[src/rtl/apse_pkg.sv]
`timescale 1ns / 1ps
`default_nettype none
// ----------------------------------------------------------------------------
// apse_pkg
// Types and constants for the Annex-B parameter-set extractor.
// ----------------------------------------------------------------------------
package apse_pkg;

    localparam logic [4:0] NAL_TYPE_SPS = 5'd7;
    localparam logic [4:0] NAL_TYPE_PPS = 5'd8;

    localparam logic KIND_SPS = 1'b0;
    localparam logic KIND_PPS = 1'b1;

    // Most result transfers one input byte can cause.
    localparam int MAX_RES = 4;

    // Output queue; depth must be a power of two and at least MAX_RES.
    localparam int Q_DEPTH = 8;
    localparam int Q_AW    = $clog2(Q_DEPTH);

    typedef struct packed {
        logic [7:0] data;
        logic       kind;
        logic       last;
    } apse_entry_t;

endpackage : apse_pkg
`default_nettype wire

[src/rtl/annexb_parameter_set_extractor.sv]
`timescale 1ns / 1ps
`default_nettype none
// ----------------------------------------------------------------------------
// annexb_parameter_set_extractor
// Scans an Annex-B byte stream for 00 00 01 start codes and forwards the first
// SPS and the first PPS unit after reset or forget_saved, last byte of each unit flagged.
//
// channel  dir  tdata (low bit up)                  tlast      tuser
// s_       in   in_byte[7:0], forget_saved[8], pad  frame_end  -
// m_       out  out_byte[7:0]                       unit_last  unit_kind
//
// One input byte per cycle; the scan and start-code logic is one registered
// pass, and up to four result transfers per byte go into an 8-entry queue.
// s_tready drops while the queue holds more than four entries.
// m_ drains the queue one transfer per cycle; stalls on m_ back up into s_.
// Synchronous active-low reset clears the scan state, seen flags and queue.
// ----------------------------------------------------------------------------
module annexb_parameter_set_extractor
    import apse_pkg::*;
(
    input  wire logic        aclk,
    input  wire logic        aresetn,

    input  wire logic        s_tvalid,
    output logic             s_tready,
    input  wire logic [15:0] s_tdata,   // [7:0] in_byte, [8] forget_saved, zero pad
    input  wire logic        s_tlast,

    output logic             m_tvalid,
    input  wire logic        m_tready,
    output logic [7:0]       m_tdata,   // [7:0] out_byte
    output logic             m_tlast,
    output logic [0:0]       m_tuser    // [0] unit_kind
);

    logic [1:0]  zero_run_reg, zero_run_next;
    logic [7:0]  held_byte_reg, held_byte_next;
    logic        held_valid_reg, held_valid_next;
    logic        capturing_reg, capturing_next;
    logic        capture_kind_reg, capture_kind_next;
    logic        expect_header_reg, expect_header_next;
    logic        seen_sps_reg, seen_sps_next;
    logic        seen_pps_reg, seen_pps_next;

    apse_entry_t       q_reg [Q_DEPTH];
    logic [Q_AW-1:0]   wr_reg, rd_reg;
    logic [Q_AW:0]     count_reg;

    logic [7:0]        res_byte [MAX_RES];
    logic [MAX_RES-1:0] res_last;
    logic [2:0]        res_n;

    logic s_hs, m_hs;
    logic [7:0] b;
    logic fe, fg;

    assign b  = s_tdata[7:0];
    assign fg = s_tdata[8];
    assign fe = s_tlast;

    assign s_tready = (count_reg <= (Q_AW+1)'(Q_DEPTH - MAX_RES));
    assign s_hs     = s_tvalid && s_tready;
    assign m_tvalid = (count_reg != '0);
    assign m_hs     = m_tvalid && m_tready;

    assign m_tdata    = q_reg[rd_reg].data;
    assign m_tlast    = q_reg[rd_reg].last;
    assign m_tuser[0] = q_reg[rd_reg].kind;

    always_comb begin
        logic [1:0] zr;
        logic [7:0] hb;
        logic       hv, cap, kind, exph, sps, pps;

        zr   = zero_run_reg;
        hb   = held_byte_reg;
        hv   = held_valid_reg;
        cap  = capturing_reg;
        kind = capture_kind_reg;
        exph = expect_header_reg;
        sps  = seen_sps_reg;
        pps  = seen_pps_reg;

        res_byte = '{default: '0};
        res_last = '0;
        res_n    = '0;

        if (fg) begin
            sps = 1'b0;
            pps = 1'b0;
        end

        if (exph) begin
            exph = 1'b0;
            if (b[4:0] == NAL_TYPE_SPS && !sps) begin
                sps  = 1'b1;
                cap  = 1'b1;
                kind = KIND_SPS;
            end else if (b[4:0] == NAL_TYPE_PPS && !pps) begin
                pps  = 1'b1;
                cap  = 1'b1;
                kind = KIND_PPS;
            end
            if (cap) begin
                hb = b;
                hv = 1'b1;
                zr = 2'd0;
                if (fe) begin
                    res_byte[res_n[1:0]] = b;
                    res_last[res_n[1:0]] = 1'b1;
                    res_n = res_n + 3'd1;
                    hv = 1'b0;
                end
            end else begin
                zr = (b == 8'h00) ? 2'd1 : 2'd0;
            end
        end else if (cap) begin
            if (b == 8'h00) begin
                if (zr == 2'd2) begin
                    if (hv) begin
                        res_byte[res_n[1:0]] = hb;
                        res_last[res_n[1:0]] = 1'b0;
                        res_n = res_n + 3'd1;
                    end
                    hb = 8'h00;
                    hv = 1'b1;
                end else begin
                    zr = zr + 2'd1;
                end
                if (fe) begin
                    if (hv) begin
                        res_byte[res_n[1:0]] = hb;
                        res_last[res_n[1:0]] = (zr == 2'd0);
                        res_n = res_n + 3'd1;
                    end
                    if (zr != 2'd0) begin
                        res_byte[res_n[1:0]] = 8'h00;
                        res_last[res_n[1:0]] = (zr == 2'd1);
                        res_n = res_n + 3'd1;
                    end
                    if (zr == 2'd2) begin
                        res_byte[res_n[1:0]] = 8'h00;
                        res_last[res_n[1:0]] = 1'b1;
                        res_n = res_n + 3'd1;
                    end
                    hv = 1'b0;
                    zr = 2'd0;
                end
            end else if (b == 8'h01 && zr == 2'd2) begin
                if (hv) begin
                    res_byte[res_n[1:0]] = hb;
                    res_last[res_n[1:0]] = 1'b1;
                    res_n = res_n + 3'd1;
                end
                hv   = 1'b0;
                cap  = 1'b0;
                zr   = 2'd0;
                exph = 1'b1;
            end else begin
                // pending bytes are confirmed by a non-start-code byte
                if (hv) begin
                    res_byte[res_n[1:0]] = hb;
                    res_last[res_n[1:0]] = 1'b0;
                    res_n = res_n + 3'd1;
                end
                if (zr != 2'd0) begin
                    res_byte[res_n[1:0]] = 8'h00;
                    res_last[res_n[1:0]] = 1'b0;
                    res_n = res_n + 3'd1;
                end
                if (zr == 2'd2) begin
                    res_byte[res_n[1:0]] = 8'h00;
                    res_last[res_n[1:0]] = 1'b0;
                    res_n = res_n + 3'd1;
                end
                zr = 2'd0;
                hb = b;
                hv = 1'b1;
                if (fe) begin
                    res_byte[res_n[1:0]] = b;
                    res_last[res_n[1:0]] = 1'b1;
                    res_n = res_n + 3'd1;
                    hv = 1'b0;
                end
            end
        end else begin
            if (b == 8'h00) begin
                if (zr != 2'd2) begin
                    zr = zr + 2'd1;
                end
            end else if (b == 8'h01 && zr == 2'd2) begin
                exph = 1'b1;
                zr   = 2'd0;
            end else begin
                zr = 2'd0;
            end
        end

        if (fe) begin
            zr   = 2'd0;
            hv   = 1'b0;
            cap  = 1'b0;
            exph = 1'b0;
        end

        zero_run_next      = zr;
        held_byte_next     = hb;
        held_valid_next    = hv;
        capturing_next     = cap;
        capture_kind_next  = kind;
        expect_header_next = exph;
        seen_sps_next      = sps;
        seen_pps_next      = pps;
    end

    always_ff @(posedge aclk) begin
        if (!aresetn) begin
            zero_run_reg      <= '0;
            held_valid_reg    <= 1'b0;
            capturing_reg     <= 1'b0;
            capture_kind_reg  <= 1'b0;
            expect_header_reg <= 1'b0;
            seen_sps_reg      <= 1'b0;
            seen_pps_reg      <= 1'b0;
        end else if (s_hs) begin
            zero_run_reg      <= zero_run_next;
            held_valid_reg    <= held_valid_next;
            capturing_reg     <= capturing_next;
            capture_kind_reg  <= capture_kind_next;
            expect_header_reg <= expect_header_next;
            seen_sps_reg      <= seen_sps_next;
            seen_pps_reg      <= seen_pps_next;
        end
    end

    always_ff @(posedge aclk) begin
        if (s_hs) begin
            held_byte_reg <= held_byte_next;
        end
    end

    always_ff @(posedge aclk) begin
        if (s_hs) begin
            for (int i = 0; i < MAX_RES; i++) begin
                if (3'(i) < res_n) begin
                    q_reg[wr_reg + Q_AW'(i)] <= '{data: res_byte[i],
                                                  kind: capture_kind_next,
                                                  last: res_last[i]};
                end
            end
        end
    end

    always_ff @(posedge aclk) begin
        if (!aresetn) begin
            wr_reg    <= '0;
            rd_reg    <= '0;
            count_reg <= '0;
        end else begin
            if (s_hs) begin
                wr_reg <= wr_reg + Q_AW'(res_n);
            end
            if (m_hs) begin
                rd_reg <= rd_reg + Q_AW'(1);
            end
            count_reg <= count_reg
                         + (s_hs ? (Q_AW+1)'(res_n) : '0)
                         - (m_hs ? (Q_AW+1)'(1) : '0);
        end
    end

    a_count_bound: assert property (@(posedge aclk) disable iff (!aresetn)
        count_reg <= (Q_AW+1)'(Q_DEPTH))
        else $error("output queue overflow");

    a_zero_run_range: assert property (@(posedge aclk) disable iff (!aresetn)
        zero_run_reg != 2'd3)
        else $error("zero run out of range");

    a_held_in_unit: assert property (@(posedge aclk) disable iff (!aresetn)
        held_valid_reg |-> capturing_reg)
        else $error("held byte outside a unit");

    a_header_clean: assert property (@(posedge aclk) disable iff (!aresetn)
        expect_header_reg |-> (!capturing_reg && !held_valid_reg && zero_run_reg == 2'd0))
        else $error("header expected with scan state pending");

    a_frame_end_clear: assert property (@(posedge aclk) disable iff (!aresetn)
        (s_tvalid && s_tready && s_tlast) |=>
            (!capturing_reg && !expect_header_reg && !held_valid_reg && zero_run_reg == 2'd0))
        else $error("scan state not cleared at frame end");

endmodule : annexb_parameter_set_extractor
`default_nettype wire

[config.mk]
export PLATFORM = sky130hd
export DESIGN_NAME = annexb_parameter_set_extractor
export DESIGN_NICKNAME = d
export VERILOG_FILES = /design/src/rtl/apse_pkg.sv /design/src/rtl/annexb_parameter_set_extractor.sv
export SDC_FILE = /design/constraint.sdc
export NUM_CORES = 1
export LEC_CHECK = 0
export ABC_AREA = 0
export BUFFER_PORTS_ARGS = -buffer_cell sky130_fd_sc_hd__buf_2
export CAP_MARGIN = 30
export CORE_UTILIZATION = 38
export CTS_CLUSTER_SIZE = 16
export DETAILED_ROUTE_END_ITERATION = 6
export PLACE_DENSITY = 0.54
export SLEW_MARGIN = 10
export SYNTH_ARGS = -nofsm -noshare
export SYNTH_HDL_FRONTEND = slang
export SYNTH_SLANG_ARGS = --single-unit
[constraint.sdc]
create_clock -name aclk -period 6.2 [get_ports aclk]
set_clock_uncertainty 0.05 [all_clocks]
set_input_delay 1.24 -clock aclk [delete_from_list [all_inputs] [get_ports aclk]]
set_output_delay 1.24 -clock aclk [all_outputs]
set_load 0.01 [all_outputs]
Word level (Yosys, flattened, before mapping):

Memory sizes are Yosys's and may differ from the RTL's. A register that Yosys moved wholly into a read port is not among the register bits.
Index checks and enable logic that the tools add are counted.

* logic and storage cells: 328
* output and inout bits: 12
* flip-flop bits (word level): 26
* memories kept: 1
* memory bits (writable): 80
* input bits: 21

Memories
* q_reg: words 8, width 10, read ports 1, clocked after memory_dff 1, wr ports 4, RTL line annexb_parameter_set_extractor.sv:45 `apse_entry_t q_reg [Q_DEPTH];`

* bitwise logic cells: 20
* reductions and logical operators: 29
* order comparisons: 29
* equal/unequal tests: 11
* muxes and demuxes: 213
* $add $sub $neg: 14

Operators by type and width (number)
* $mux 32: 25
* $mux 8: 28
* $and 32x32->32: 4
* $not 32->32: 4
* $mux 3: 39
* $mux 4: 25
* $demux 8 s2: 6
* $mux 1: 68
* $bwmux 32: 2
* $mux 24: 2
* $add 3x1->3 const B: 8
* $mux 2: 10
* $ge 3x3->1 const B: 6
* $lt 2x3->1 const B: 6
* $lt 3x1->1 const B: 6
* $not 2->3: 6
* $logic_and 1x1->1: 17
* $demux 1 s2: 6
* $ge 2x1->1 const B: 6
* $bwmux 4: 2
* $eq 8x1->1 const B: 1
* $logic_not 8->1: 1
* $not 4->4: 2
* $or 4x4->4: 2
* other kinds (26): 34

Longest topological paths before layout:

Gate-level depths: netlist of run 1.

* depth after elaboration: 30
* mapped depth: 18
* mapped depth without buffers: 18

Least setup slack after synthesis of run 1:

Ideal clock, no wire load.

* path kind: input to register
* from: input port s_tdata[4]
* to: memory q_reg[0][0] (netlist name), enable pin
* cell stages on the path: 12
* path buffers: 4
* data arrival time: 4151 ps
* data required time: 5769 ps
* slack: 1618 ps
* library setup time: 381 ps
* path through: buf_2 -> or4_4 -> or3_1 -> buf_2 -> o22a_1 -> nor3_4 -> inv_2 -> or3_1 -> buf_2 -> o21a_1 -> buf_6 -> o211ai_1

RTL lines
* from (decl): RTL line annexb_parameter_set_extractor.sv:26 `input wire logic [15:0] s_tdata,`
* to (decl): RTL line annexb_parameter_set_extractor.sv:45

==> flow_metrics.tcl, run 1 <==
set metrics [dict create \
    yosys_warnings 0 \
    synth_top_cell_by_area "edfxtp_1" \
    grt_first_pass_wirelength_um 40080 \
    power_density_nw_per_um2 207.7 \
    synth_cell_types 64 \
    final_area_um2 8542 \
    hpwl_um 19630 \
    synth_nets 821 \
    hold_slack_ps 419.9 \
    htreeDepth 3 \
    arrival_ps 4880 \
    syn_inst 772 \
    io_pins 33 \
    grt_max_degree 34 \
    cts_resized 0 \
    first_iter_violations 883 \
    finalCritPeriodShare 0.7804 \
    diodes 0 \
    die_x_um 145.4 \
    antenna_found_initial 0 \
    synth_edf_count 88 \
    fin_crit_ps 4838 \
    netlist_area_um2 7812 \
    multi_input_area_um2 4413 \
    insertion_delay_ps 380 \
    async_flop_share 0 \
    layout-drive-gt1-share 0.1352 \
    synth-main-ff-cell "edfxtp_1" \
    fmax_mhz 206.7 \
    startpoint "s_tdata[4]" \
    ir_drop_uv 122.0 \
    routed_wl_um 26940 \
    start_kind "primary input" \
    cp-end-kind "flip-flop" \
    dieArea_um2 21140 \
    synthTopCellsByArea "edfxtp_1 (34%), mux2i_1 (7.9%), a221oi_1 (5.9%)" \
    die_y_um 145.4 \
    synth_top_area_frac 0.3382 \
    synth_common_cells "edfxtp_1 (88), nor2_1 (85), mux2i_1 (62), a221oi_1 (53), nand2_1 (40)" \
    outcome "complete, no violations" \
    worstMarginPinSlew_ps 920.6 \
    worst_slew_margin_rel 0.3840 \
    grt_pass1_vias 6403 \
    largest_reg_flops 80 \
    drv_cap 0 \
    ctsHoldBuffers 0 \
    track_usage 0.2548 \
    avgSynthCellArea_um2 10.12 \
    rsz0062_at_grt "no" \
    vias 6770 \
    postCtsSetupBuffers 0 \
    clk_pin_slew_ps 80 \
    start_util 0.3873 \
    drc 0 \
    dr.pass1.iters 5 \
    cts-root-buf "clkbuf_16" \
    numCtsBuffers 9 \
    fin_ws_ps 1362 \
    rows 52 \
    cp_max_fo 13 \
    clk_path_buf_depth 2 \
    synth-seq-cells 109 \
    setup_violations 0 \
    r2r_start "zero_run_reg[0]$_SDFFE_PN0P_" \
    ant_nets 0 \
    hold_viol_final 0 \
    critPathKind "in2reg" \
    drv_slew 0 \
    register_area_um2 3063 \
    hold_path.startpoint "capture_kind_reg$_SDFFE_PN0P_" \
    dp_slack_ps 922.6 \
    p_leak_nw 3.344 \
    via_per_inst 6.423 \
    coreArea_um2 20170 \
    fill_cells 1974 \
    fin_tns_setup_ps 0 \
    utilization 0.4235 \
    synth_seq_area_share 0.3921 \
    place_area_um2 8235 \
    cts_tree "yes" \
    io_buffer_count 25 \
    wl_per_cell_um 25.56 \
    critPathRequiredTime_ps 6250 \
    syn_to_final_growth_pct 9.337 \
    grt_overflow_total 0 \
    cts_sinks 109 \
    fin_nets 828 \
    hold_class "reg2reg" \
    gp_congestion 0.9472 \
    yosysMostFrequentCell "edfxtp_1" \
]
final timing paths:
| kind | endpoint | slack, ps | depth (start not counted) |
|---|---|---|---|
| setup / recovery | q_reg[0][8]$_DFFE_PP_ | 1360 | 9 |
| hold / removal | capture_kind_reg$_SDFFE_PN0P_ | 420 | 2 |
| setup reg to reg | q_reg[0][8]$_DFFE_PP_ | 1430 | 15 |
| hold reg to reg | capture_kind_reg$_SDFFE_PN0P_ | 420 | 2 |
power by group:
group          internal (mW)  switching, mW  leakage (nW)  total, mW
combinational          0.167          0.189          2.09      0.356
clock                  0.287          0.313         0.141      0.600
sequential             0.801         0.0174          1.12      0.819
total                   1.26          0.519          3.34       1.77
cell families (layout without fill, tap and decap cells):
kind of cell             count (synthesis)  after routing  synth area share
AND/OR/NAND/NOR                        228            228            0.1406
AO/OA/AOI/OAI                          217            217            0.2088
flip-flops                             109            109            0.3921
multiplexers                            92             92            0.1515
buffers and inverters                   83             95           0.04340
adder cells (fa/ha/maj)                 28             28           0.04676
XOR/XNOR                                15             15           0.01682
final cells by class:
| class | count | area share |
|---|---|---|
| multi-input combinational | 580 | 0.5166 |
| sequential | 109 | 0.3586 |
| tap | 270 | 0.03955 |
| timing repair buffer | 50 | 0.03750 |
| clock buffer | 9 | 0.02637 |
| inverter | 29 | 0.01274 |
| clock inverter | 7 | 0.008642 |
critical path: stages:
cell      delay [ps]
buf_2            180
or4_4            650
or3_1            510
o22a_1           320
nor3_4           360
inv_2            140
or3_1            590
o21a_1           340
a221oi_1         530
placed cells by master, fill, tap and decap left out, drive strengths merged, types with 5 or more instances in the layout:
cell / instances
edfxtp: 88
nor2: 85
mux2i: 62
a221oi: 54
buf: 50
nand2: 40
inv: 32
nand3: 30
a21oi: 30
o21ai: 28
ha: 26
dfxtp: 21
mux4: 20
or3: 18
a32o: 17
and2: 13
nor3: 12
a22o: 11
a21o: 11
nor2b: 11
mux2: 10
xnor2: 9
o211ai: 9
a211oi: 9
clkbuf: 9
o21a: 8
a22oi: 8
a21boi: 7
xor2: 6
and3: 5
or4: 5
o31ai: 5
routing by layer:
layer  vias to the layer above  track usage  share of wire
li1                       3030            -              -
met1                      3341       0.3621           0.44
met2                       350       0.3837           0.45
met3                        49      0.04796          0.086
met4                         0      0.09895          0.032
met5                         -            0              0
stage by stage:
stage          power (mW)  instances
2_1_floorplan       1.092        772
3_3_place_gp        1.182       1036
3_5_place_dp        1.195       1037
4_1_cts             1.793       1053
5_1_grt             1.852       1054
6_report            1.774       1054
No activity file was read; power rests on OpenSTA's default activity.
==> run 2: changes to the inputs <==
- PLACE_DENSITY: 0.54 -> 0.55
- clock period: 6.2 -> 4.1 ns (I/O delays scaled with it)
==> flow_metrics.tcl, run 2 (synthesis results as in run 1) <==
set metrics [dict create \
    dp.cells 1083 \
    io_buffer_count 25 \
    utilization 0.4413 \
    largest_reg_flops 80 \
    p_int_mw 1.911 \
    antenna_found_initial 0 \
    hold_class "reg2reg" \
    fill_cells 1962 \
    via_per_inst 6.169 \
    syn_to_final_growth_pct 13.92 \
    coreArea_um2 20170 \
    postCtsSetupBuffers 0 \
    critPathKind "reg2reg" \
    clk_path_buf_depth 2 \
    gp_congestion 0.9411 \
    ctsHoldBuffers 0 \
    r2r_cells 16 \
    dieArea_um2 21140 \
    setup_violations 0 \
    numCtsBuffers 9 \
    dr.pass1.iters 7 \
    start_util 0.3873 \
    cts-root-buf "clkbuf_16" \
    die_y_um 145.4 \
    p_switching_uw 770.7 \
    switching_share 0.2874 \
    layout-drive-gt1-share 0.1834 \
    layout_common_cells "edfxtp_1 (88), nor2_1 (85), buf_4 (67)" \
    hold_viol_final 0 \
    wl_per_cell_um 21.72 \
    p_leak_nw 3.568 \
    clk_pin_slew_ps 80 \
    hpwl_um 18280 \
    worst_slew_margin_rel 0.4114 \
    vias 6780 \
    arrival_ps 3910 \
    finalCritPeriodShare 0.9277 \
    insertion_delay_ps 360 \
    grt_overflow_total 0 \
    hold_depth 2 \
    worstMarginPinSlew_ps 879.6 \
    cts_tree "yes" \
    grt_max_degree 29 \
    die_x_um 145.4 \
    fin_nets 873 \
    fin_crit_ps 3803 \
    pwr-share-comb 0.206 \
    instances_no_fill 1099 \
    power_density_nw_per_um2 301.3 \
    drc 0 \
    diodes 0 \
    outcome "complete, no violations" \
    ant_nets 0 \
    drv_cap 0 \
    rsz0062_at_grt "no" \
    fmax_mhz 262.9 \
    start_kind "flip-flop" \
    final_common_cell "edfxtp_1" \
    grt_first_pass_wirelength_um 38080 \
    seq_power_share 0.460 \
    htreeDepth 3 \
    cts_sinks 109 \
    track_usage 0.2317 \
    rows 52 \
    ir_drop_uv 196.9 \
    cp-end-kind "flip-flop" \
    routed_wl_um 23870 \
    first_iter_violations 758 \
    p_clk_frac 0.334 \
    grt_pass1_vias 6538 \
    io_pins 33 \
    critPathRequiredTime_ps 4210 \
    drv_slew 0 \
    cp_max_fo 9 \
]
==> run 2: changes by cell type in the layout (fill, tap and decap cells not counted), sizes merged <==
cell      before  now
buf           50   95
clkinv         2    3
clkinvlp       2    1
==> run 2: layout make-up <==
class	instances	area (um2)	share of cell area
clock buffers	9	225.2	0.02531
clock inverters	7	75.07	0.008435
inverters	29	108.9	0.01223
multi-input cells	580	4417	0.4963
flip-flops and latches	109	3063	0.3442
well taps	270	337.8	0.03796
repair buffers	95	673.1	0.07564
==> run 2: stage by stage <==
step	setup slack, ps	hold WS (ps)	instance area [um2]	setup TNS, ps	power (mW)
2_1_floorplan	0.2385	393.8	7838	0	1.651
3_3_place_gp	-91.09	404.4	8594	-631.7	1.806
3_5_place_dp	83.61	417.4	8600	0	1.817
4_1_cts	288.7	428.8	8900	0	2.707
5_1_grt	5.916	458.1	8900	0	2.802
6_report	296.6	423.1	8900	0	2.682
==> run 2: power groups by stage <==
| stage | Clock (mW) | Combinational [mW] | Sequential [mW] |
|---|---|---|---|
| global route | 0.950 | 0.614 | 1.24 |
| detailed placement | 0 | 0.559 | 1.26 |
| floorplan | 0 | 0.399 | 1.25 |
| global placement | 0 | 0.548 | 1.26 |
| finish | 0.895 | 0.553 | 1.23 |
| CTS | 0.908 | 0.566 | 1.23 |
==> run 2: layer usage <==
layer  global-route usage  vias up  routed length [um]
li1                     -     3111                   -
met1               0.3208     3283               10700
met2               0.3738      345               11030
met3              0.03354       41                1691
met4              0.07421        0                 456
met5                    0        -                   0
==> run 2: path summary, 6_finish.rpt <==
| check | startpoint | end | slack (ps) |
|---|---|---|---|
| setup / recovery | zero_run_reg[0]$_SDFFE_PN0P_ | q_reg[4][9]$_DFFE_PP_ | 300 |
| hold / removal | capture_kind_reg$_SDFFE_PN0P_ | capture_kind_reg$_SDFFE_PN0P_ | 420 |
| setup reg to reg | zero_run_reg[0]$_SDFFE_PN0P_ | q_reg[4][9]$_DFFE_PP_ | 300 |
| hold reg to reg | capture_kind_reg$_SDFFE_PN0P_ | capture_kind_reg$_SDFFE_PN0P_ | 420 |
==> run 2: what timing repair did <==
action / 4_1_cts / 5_1_grt
endpoints found under the setup margin: 0 / 1
endpoints found under the hold margin: 0 / 0
gates resized for setup: 0 / 1
==> run 2: worst max-delay path, stage by stage (launching register included) <==
cell and delay, ps:
dfxtp_1 310, inv_1 140, ha_1 190, inv_1 60, ha_1 350, xor2_1 260
inv_1 100, ha_1 230, nand2_1 80, xnor2_1 110, o22a_1 290, nor3_4 270
inv_2 110, or3_1 400, o21a_1 140, buf_4 170, a221oi_1 330
